$ cat src/hdl/lpht_pkg.sv
// Shared types, codes and helpers for the linear-probe hash table.
// Depends on nothing; the top level, hash unit and slot storage import it.
package lpht_pkg;

    localparam int KEY_W    = 64;
    localparam int VAL_W    = 64;
    localparam int LEN_W    = 4;
    localparam int HASH_W   = 32;
    localparam int FILL_W   = 10;
    localparam int LIVE_W   = 11;
    localparam int OP_W     = 2;
    localparam int STATUS_W = 2;
    localparam int MARK_W   = 2;

    localparam logic [HASH_W-1:0] FNV_OFFSET = 32'h811C9DC5;
    localparam logic [HASH_W-1:0] FNV_PRIME  = 32'h01000193;
    localparam logic [FILL_W-1:0] FILL_RESET = 10'd716;

    localparam logic [OP_W-1:0] OP_SET = 2'd0;
    localparam logic [OP_W-1:0] OP_GET = 2'd1;
    localparam logic [OP_W-1:0] OP_DEL = 2'd2;
    localparam logic [OP_W-1:0] OP_NOP = 2'd3;

    localparam logic [STATUS_W-1:0] ST_OK       = 2'd0;
    localparam logic [STATUS_W-1:0] ST_NOTFOUND = 2'd1;
    localparam logic [STATUS_W-1:0] ST_FULL     = 2'd2;

    localparam logic [MARK_W-1:0] MARK_EMPTY = 2'd0;
    localparam logic [MARK_W-1:0] MARK_LIVE  = 2'd1;
    localparam logic [MARK_W-1:0] MARK_TOMB  = 2'd2;

    typedef struct packed {
        logic [HASH_W-1:0] hash;
        logic [KEY_W-1:0]  key;
        logic [LEN_W-1:0]  key_len;
        logic [VAL_W-1:0]  value;
        logic [LEN_W-1:0]  value_len;
    } t_slot;

    // Keeps the low len bytes of a 64-bit word; len of 8 or more keeps all.
    function automatic logic [63:0] byte_mask(input logic [LEN_W-1:0] len);
        logic [63:0] m;
        m = '0;
        for (int i = 0; i < 8; i++) begin
            m[8*i +: 8] = (LEN_W'(i) < len) ? 8'hFF : 8'h00;
        end
        return m;
    endfunction

endpackage

$ cat src/hdl/lpht_hash.sv
// Byte-serial 32-bit FNV-1a unit: one key byte per cycle.
// Depends on lpht_pkg.
module lpht_hash (
    input  logic                        i_clk,
    input  logic                        i_rst_n,
    input  logic                        i_start,
    input  logic [lpht_pkg::KEY_W-1:0]  i_key,
    input  logic [lpht_pkg::LEN_W-1:0]  i_len,
    output logic                        o_done,
    output logic [lpht_pkg::HASH_W-1:0] o_hash
);
    import lpht_pkg::*;

    logic              r_busy;
    logic [HASH_W-1:0] r_h;
    logic [KEY_W-1:0]  r_k;
    logic [LEN_W-1:0]  r_left;

    always_ff @(posedge i_clk) begin
        if (!i_rst_n) begin
            r_busy <= 1'b0;
        end else if (i_start) begin
            r_busy <= 1'b1;
        end else if (o_done) begin
            r_busy <= 1'b0;
        end
    end

    always_ff @(posedge i_clk) begin
        if (i_start) begin
            r_h    <= FNV_OFFSET;
            r_k    <= i_key;
            r_left <= i_len;
        end else if (r_busy && r_left != '0) begin
            r_h    <= (r_h ^ {24'd0, r_k[7:0]}) * FNV_PRIME;
            r_k    <= r_k >> 8;
            r_left <= r_left - 1'b1;
        end
    end

    assign o_done = r_busy && (r_left == '0);
    assign o_hash = r_h;
endmodule

$ cat config.mk
export PLATFORM = sky130hd
export DESIGN_NAME = lpht_hash
export DESIGN_NICKNAME = d
export VERILOG_FILES = /design/src/hdl/lpht_pkg.sv /design/src/hdl/lpht_hash.sv
export SDC_FILE = /design/constraint.sdc
export NUM_CORES = 1
export LEC_CHECK = 0
export ABC_AREA = 1
export BUFFER_PORTS_ARGS = -buffer_cell sky130_fd_sc_hd__buf_4
export CORE_MARGIN = 1.5
export CORE_UTILIZATION = 50
export DETAILED_ROUTE_END_ITERATION = 10
export HOLD_SLACK_MARGIN = 0.06
export PLACE_DENSITY = 0.72
export SETUP_SLACK_MARGIN = 0.02
export SLEW_MARGIN = 15
export SYNTH_ARGS = -nofsm -noshare
export SYNTH_HDL_FRONTEND = slang
export SYNTH_SLANG_ARGS = --single-unit
$ cat constraint.sdc
create_clock -name i_clk -period 4.2 [get_ports i_clk]
set_input_delay 0.42 -clock i_clk [delete_from_list [all_inputs] [get_ports i_clk]]
set_output_delay 0.42 -clock i_clk [all_outputs]
set_load 0.01 [all_outputs]
==> results of run 1 <==
cell type report:
class	instances	area share, %
Clock inverter	7	0.590
Clock buffer	9	1.54
Sequential cell	101	18.8
Inverter	286	7.44
Multi-Input combinational cell	913	56.2
Timing Repair Buffer	250	13.1
Tap cell	275	2.35
through the flow:
step	utilization (%)	area (sq um)	hold WS, ns
final	69.8	14600	0.292
after global routing	69.8	14600	0.309
after floorplan	-	11100	0.487
after CTS	67.5	14100	0.287
after detailed placement	62.2	13000	0.494
after global placement	62.2	13000	0.489
how the worst max path moves through the flow:
stage | cells past startpoint | slack [ns] | to | start
floorplan | 18 | -0.10 | o_hash[31] | o_hash[17]
global placement | 29 | -0.55 | o_hash[21] | r_k[7]
detailed placement | 26 | -0.59 | o_hash[21] | r_k[7]
CTS | 23 | -0.43 | o_hash[26] | r_k[6]
global route | 29 | -0.73 | o_hash[30] | r_k[7]
finish | 29 | -0.55 | o_hash[30] | r_k[7]
worst min-delay path, delay by kind of cell:
| kind | cells | cell delay, ns |
|---|---|---|
| buffers and inverters | 2 | 0.14 |
| and+or+nand+nor | 1 | 0.04 |
flip-flops by register name, summed over array words and instances, names as in the netlist:
signal and count:
r_k 64, o_hash 32, r_left 4, r_busy 1
what timing repair did:
action | 4_1_cts | 5_1_grt
buffers inserted | 19 | 8
pin swaps | 70 | 81
gates resized for setup | 133 | 108
setup endpoints to repair | 22 | 23
synthesized netlist by cell type (16+ instances only):
library cell  number  area share (%)
edfxtp_1          68              19
fa_1              74              14
xor2_1            16             1.3
o21ai_0           21            0.99
dfxtp_1           33             6.2
a21oi_1           37             1.7
ha_1             183              22
clkbuf_1          16            0.57
inv_1            277             9.8
nand2_1          400              14
nor2_1            57             2.0
nand3_1           44             2.1
cells by family after synthesis:
logic type	synth area share, %
adder cells (fa/ha/maj)	35.5
AND/OR/NAND/NOR	21.6
XOR/XNOR	2.14
buffers and inverters	11.0
AO/OA/AOI/OAI	4.22
flip-flops	25.5
per-layer routing:
metal  GRT usage, %  part of all wire [%]  vias up
li1               -                     -     4580
met1           34.6                    41     4377
met2           49.1                    50      252
met3           3.19                   3.9       92
met4           11.7                   4.7        0
met5              0                     0        -
==> flow_metrics.tcl, run 1 <==
set metrics [dict create \
    wl_per_cell_um 16.6 \
    crit_buf_inv 8 \
    seq_area_sq_mm 0.00275 \
    rows 53 \
    wirelength_um 30500 \
    pin_count 104 \
    cts_tree "done" \
    cp.required_ns 4.46 \
    fill_cells 1580 \
    multi_input_area_sq_mm 0.00822 \
    ys_seq_area_share_pct 25.5 \
    min_path_cells 3 \
    ys_warn_count 0 \
    area.growth.synth_to_final_pct 37.8 \
    cts_buffers 9 \
    synth_ff_type "edfxtp_1" \
    final_common_cell "nand2_1" \
    violations "setup timing" \
    synth-edff-count 68 \
    path_clk_slew_ns 0.08 \
    initial_utilization_pct 50.7 \
    yosys_register_bits 101 \
    r2r_end "o_hash[30]" \
    core_sq_mm 0.0210 \
    worst_hold_path.endpoint "r_busy" \
    cpMostUsedCell "nand2_2" \
    clock_latency_ns 0.36 \
    die_h_um 149 \
    tightestPinTransition_ns 0.669 \
    clock_path_buffers 2 \
    status "finished with violations" \
    crit_family "adder cells" \
    layout_common_cells "353 x nand2_1, 247 x inv_1, 239 x buf_4" \
    end_kind "register" \
    grt_pass1_vias 9505 \
    synthesis.nets 1650 \
    setup_viol 21 \
    h-tree-depth 3 \
    gp_congestion 0.956 \
    firstDrtPassIters 5 \
    reg2reg_from "r_k[7]" \
    track_usage_pct 27.9 \
    instances_no_fill 1841 \
    grt-ovfl-total 0 \
    synth_cells 1322 \
    antenna_found_initial 0 \
    synthArstFlopShare_pct 0 \
    drc 0 \
    r2r_slack_ns -0.55 \
    yosysUniqueCellTypes 35 \
    cp-start-kind "register" \
    hp-class "in2reg" \
    crit_fanout 4 \
    avgSynthCellArea_sq_um 8.03 \
    final.setup.tns_ns -8.36 \
    port_buffers 103 \
    cts_root_buf "clkbuf_16" \
    drive_above_1_share_pct 34.7 \
    final-max-slew-violation-count 0 \
    dp.cells 1802 \
    final_nets 1889 \
    cp_slowest_cell "fa_2" \
    post-route-period-util_pct 113 \
    grt_max_degree 67 \
    fmax_mhz 210 \
    max_slew_margin_pct 55.3 \
    worst_slack_ns -0.554 \
    maxCapViolCount 0 \
    vias_per_cell 5.05 \
    grt_pass1_wl_um 47200 \
    cts_sinks 101 \
    fin_skew_ns 0.0149 \
    rsz0062_at_grt "true" \
    critPathKind "reg2reg" \
    slowest_delay_ns 0.52 \
    netlist_area_sq_mm 0.0106 \
    die_area_sq_mm 0.0221 \
    num_vias 9301 \
    r2r_cells 29 \
    fin_crit_ns 4.75 \
    hold_violations 0 \
    hpwl_um 22800 \
    arrival_ns 5.01 \
    fp.dieW_um 149 \
    hp-start "i_rst_n" \
    drtIter0Drc 584 \
    dp_slack_ns -0.592 \
    ant_nets 0 \
    hold_buffers 0 \
    antenna_cells 0 \
]
Power of run 1 is not shown: default switching activity piles up to over one toggle a cycle in this logic, so the estimate is an artifact.
==> inputs of run 2 (changes only) <==
Settings changed: CORE_ASPECT_RATIO from default to 1.75, CORE_MARGIN 1.5 to default.
==> run 2 against run 1 <==
Compared with the run above:
- the flow finishes with violations (DRC, setup timing)
- worst setup slack got worse by 0.030 ns
- register-to-register slack lost 0.03 ns
- final area fell by 1.1%
- global-route usage grew 2.9 points
- first-iteration DRC count down 39%
- hold slack got worse by 0.014 ns
- flip-flop and latch count is the same
- die area is 1.2% lower
- cell count is 1.7% lower
- critical endpoint is now o_hash[15]
- via count grew 0.77%
- critical path depth down 10
==> flow_metrics.tcl, run 2 (synthesis gave the netlist of run 1 again) <==
set metrics [dict create \
    status "finished with violations" \
    violations "DRC, setup timing" \
    setup_viol 22 \
    grt-ovfl-total 0 \
    firstDrtPassIters 8 \
    fmax_mhz 209 \
    rsz0062_at_grt "true" \
    num_vias 9373 \
    initial_utilization_pct 50.9 \
    die_area_sq_mm 0.0218 \
    wirelength_um 32700 \
    final_util_pct 69.4 \
    cp.required_ns 4.51 \
    grt_pass1_vias 10000 \
    end_kind "register" \
    cts_root_buf "clkbuf_16" \
    final-max-slew-violation-count 0 \
    cts_tree "done" \
    dp.cells 1779 \
    port_buffers 103 \
    regMostFlops "r_k" \
    clock_path_buffers 2 \
    hold_violations 0 \
    gp_congestion 0.949 \
    fin_crit_ns 4.78 \
    r2r_cells 19 \
    hp-class "in2reg" \
    cts_sinks 101 \
    core_sq_mm 0.0208 \
    cp-start-kind "register" \
    layout_common_cells "342 x nand2_1, 246 x inv_1, 230 x buf_4" \
    ant_nets 0 \
    maxCapViolCount 0 \
    critPathKind "reg2reg" \
    post-route-period-util_pct 114 \
    grt_pass1_wl_um 50200 \
    clock_latency_ns 0.37 \
    drtIter0Drc 359 \
    vias_per_cell 5.18 \
    antenna_found_initial 0 \
    instances_no_fill 1809 \
    antenna_cells 0 \
    final_common_cell "nand2_1" \
    grt_max_degree 62 \
    drc 2 \
    final_nets 1880 \
    min_path_cells 3 \
    tightestPinTransition_ns 0.783 \
    fin_skew_ns 0.0114 \
    crit_fanout 4 \
    drive_above_1_share_pct 34.6 \
    hold_buffers 0 \
    h-tree-depth 3 \
    pin_count 104 \
    path_clk_slew_ns 0.08 \
    area.growth.synth_to_final_pct 36.2 \
    max_slew_margin_pct 47.7 \
    cts_buffers 9 \
    track_usage_pct 30.7 \
    largest_reg_flops 64 \
    worst_slack_ns -0.584 \
    wl_per_cell_um 18.1 \
    fp.dieW_um 112 \
    hpwl_um 25900 \
    die_h_um 195 \
    arrival_ns 5.09 \
    rows 70 \
]
## run 2: final timing paths
| kind | start | to | slack [ns] |
|---|---|---|---|
| min | i_rst_n | r_busy | 0.28 |
| max | r_k[4] | o_hash[15] | -0.58 |
| max reg2reg | r_k[4] | o_hash[15] | -0.58 |
| min reg2reg | r_k[22] | r_k[14] | 0.51 |
## run 2: worst max-delay path, cell delays in order (launching register included)
cell and delay, ns:
edfxtp_1 0.48, xor2_4 0.31, ha_4 0.26, ha_4 0.23, fa_1 0.45, ha_2 0.20, fa_1 0.49, ha_1 0.34
inv_2 0.05, fa_1 0.55, inv_2 0.06, ha_4 0.24, nand2_4 0.11, inv_4 0.06, a21oi_4 0.18, nand3_4 0.17
a21oi_1 0.18, o21ai_0 0.14, buf_4 0.16, nand2_1 0.04
## run 2: layout make-up
cell class / count / area, sq um
well taps: 252 / 315
fillers: 1617 / 6380
multi-input cells: 913 / 8140
clock inverters: 7 / 82.6
flip-flops and latches: 101 / 2750
repair buffers: 241 / 1860
inverters: 286 / 1100
clock buffers: 9 / 225
## run 2: timing repair
| item | CTS | global route |
|---|---|---|
| cloned | 0 | 0 |
| endpoints found under the hold margin | 0 | 0 |
| buffers inserted | 10 | 6 |
| resized for setup | 120 | 126 |
| pin swaps | 72 | 104 |
| setup endpoints to repair | 22 | 23 |
## run 2: metrics by stage
stage | hold WS [ns] | cell area [sq um] | worst slack [ns] | TNS, ns
floorplan | 0.487 | 11100 | -0.101 | -1.08
global placement | 0.491 | 13000 | -0.578 | -9.14
detailed placement | 0.500 | 13000 | -0.688 | -10.99
CTS | 0.274 | 13900 | -0.462 | -8.39
global route | 0.292 | 14500 | -0.691 | -12.16
finish | 0.278 | 14500 | -0.584 | -9.06
## run 2: layer usage
layer | part of all wire [%] | routed length (um) | vias to the layer above | GRT usage (%)
met3 | 2.9 | 964 | 119 | 3.31
li1 | - | - | 4550 | -
met4 | 9.1 | 2990 | 0 | 25.2
met1 | 33 | 10800 | 4454 | 28.2
met2 | 55 | 17900 | 250 | 59.6
met5 | 0 | 0 | - | 0
Power of run 2 is left out for the same reason.
==> inputs of run 3 (changes only) <==
Settings changed: CELL_PAD_IN_SITES_DETAIL_PLACEMENT from default to 1, CELL_PAD_IN_SITES_GLOBAL_PLACEMENT from default to 2, CORE_UTILIZATION 50 to 33, PLACE_DENSITY 0.72 to default, PLACE_DENSITY_LB_ADDON from default to 0.1.
==> run 3 against run 2 <==
Compared with the run above:
- the run ends with setup timing left
- non-clock buffer count up 29
- utilization down 23 points
- count of clock-buffer cells in the layout unchanged
- cell count up 9.6%
- sequential share of layout area down 0.44 points
- critical path depth up 5
- final area up 2.2%
- clock skew about the same
- worst setup slack better by 0.091 ns
- die area up 51%
- largest cell class unchanged
==> flow_metrics.tcl, run 3 (synthesis gave the netlist of run 1 again) <==
set metrics [dict create \
    status "finished with violations" \
    violations "setup timing" \
    path_clk_slew_ns 0.08 \
    r2r_end "o_hash[23]" \
    min_path_cells 3 \
    grt-ovfl-total 0 \
    ant_nets 0 \
    fin_crit_ns 4.69 \
    dp_slack_ns -0.701 \
    firstDrtPassIters 4 \
    core_sq_mm 0.0315 \
    crit_fanout 4 \
    h-tree-depth 3 \
    critPathKind "reg2reg" \
    reg2reg_from "r_k[6]" \
    rows 86 \
    cts_root_buf "clkbuf_16" \
    max_slew_margin_pct 40.2 \
    pin_count 104 \
    cp-start-kind "register" \
    end_kind "register" \
    drc 0 \
    tightestPinTransition_ns 0.897 \
    arrival_ns 4.97 \
    die_h_um 239 \
    track_usage_pct 23.2 \
    hold_violations 0 \
    r2r_cells 24 \
    layout_common_cells "343 x nand2_1, 255 x buf_4, 254 x inv_1" \
    grt_max_degree 83 \
    clock_path_buffers 2 \
    clock_latency_ns 0.38 \
    hp-start "i_rst_n" \
    hp-class "in2reg" \
    wl_per_cell_um 18.1 \
    drtIter0Drc 161 \
    final_nets 1909 \
    cts_tree "done" \
    fp.dieW_um 138 \
    cp.required_ns 4.48 \
    maxCapViolCount 0 \
    final_common_cell "nand2_1" \
    antenna_found_initial 1 \
    area.growth.synth_to_final_pct 39.3 \
    num_vias 9350 \
    initial_utilization_pct 33.7 \
    regMostFlops "r_k" \
    setup_viol 21 \
    worst_hold_path.endpoint "r_busy" \
    largest_reg_flops 64 \
    wirelength_um 36000 \
    die_area_sq_mm 0.0329 \
    port_buffers 103 \
    hpwl_um 29900 \
    cts_buffers 9 \
    gp_congestion 0.883 \
    cts_sinks 101 \
    hold_buffers 0 \
    grt_pass1_vias 10500 \
    grt_pass1_wl_um 55300 \
    vias_per_cell 4.72 \
    r2r_slack_ns -0.49 \
    fmax_mhz 213 \
    final-max-slew-violation-count 0 \
    post-route-period-util_pct 112 \
    drive_above_1_share_pct 34.9 \
    worst_slack_ns -0.492 \
    rsz0062_at_grt "true" \
    fin_skew_ns 0.0111 \
]
## run 3: changes by cell type in the layout (fill, tap and decap cells not counted), sizes merged
cell | previous run | this run
inv | 288 | 289
buf | 241 | 270
diode | 0 | 1
bufinv | 1 | 2
clkinvlp | 2 | 0
## run 3: stage by stage
step / hold slack (ns) / util (%) / cells / area [sq um] / TNS, ns
6_report: 0.255 / 46.9 / 1983 / 14800 / -8.10
5_1_grt: 0.251 / 46.9 / 1982 / 14800 / -13.28
4_1_cts: 0.234 / 45.5 / 1970 / 14400 / -8.93
3_5_place_dp: 0.504 / 42.2 / 1939 / 13300 / -11.39
3_3_place_gp: 0.494 / 42.2 / 1939 / 13300 / -10.19
2_1_floorplan: 0.487 / - / 1322 / 11100 / -1.08
## run 3: critical path, stage by stage (launching register included)
cell and delay, ns:
edfxtp_1 0.46, xor2_2 0.29, xor2_1 0.18, inv_1 0.06
ha_1 0.26, inv_1 0.04, fa_1 0.48, inv_1 0.05
ha_2 0.18, fa_1 0.48, ha_4 0.28, inv_2 0.03
fa_1 0.49, inv_2 0.05, ha_4 0.30, nand2_4 0.07
nor2_4 0.12, inv_4 0.06, nor2_4 0.09, buf_4 0.11
nand4_1 0.07, nand3b_1 0.18, nor2_2 0.05, o21ai_2 0.13
inv_1 0.05
## run 3: worst max path at each step
| stage | endpoint | slack (ns) | depth (start not counted) | from |
|---|---|---|---|---|
| global route | o_hash[23] | -0.75 | 24 | r_k[6] |
| detailed placement | o_hash[23] | -0.70 | 26 | r_k[7] |
| floorplan | o_hash[31] | -0.10 | 18 | o_hash[17] |
| finish | o_hash[23] | -0.49 | 24 | r_k[6] |
| global placement | o_hash[23] | -0.61 | 26 | r_k[7] |
| CTS | o_hash[23] | -0.52 | 24 | r_k[6] |
## run 3: timing repair
| item | CTS | global route |
|---|---|---|
| setup endpoints to repair | 23 | 23 |
| pin swaps | 91 | 73 |
| cloned | 0 | 0 |
| setup buffers | 16 | 13 |
| gates resized for setup | 140 | 83 |
## run 3: layout make-up
type / instances / area (sq um)
flip-flops and latches: 101 / 2740
repair buffers: 270 / 2120
well taps: 396 / 495
clock buffers: 9 / 225
inverters: 286 / 1090
fillers: 3713 / 16700
diodes: 1 / 2.50
clock inverters: 7 / 103
multi-input cells: 913 / 8010
## run 3: metal layers
layer  GRT usage, %  vias to the layer above  share of wire [%]  routed length (um)
met2           48.7                      158                 59               21200
met4           12.2                        0                6.7                2400
met3           3.83                       76                2.8                1010
met5              0                        -                  0                   0
met1           19.6                     4504                 32               11400
li1               -                     4612                  -                   -
Power of run 3 is left out for the same reason.
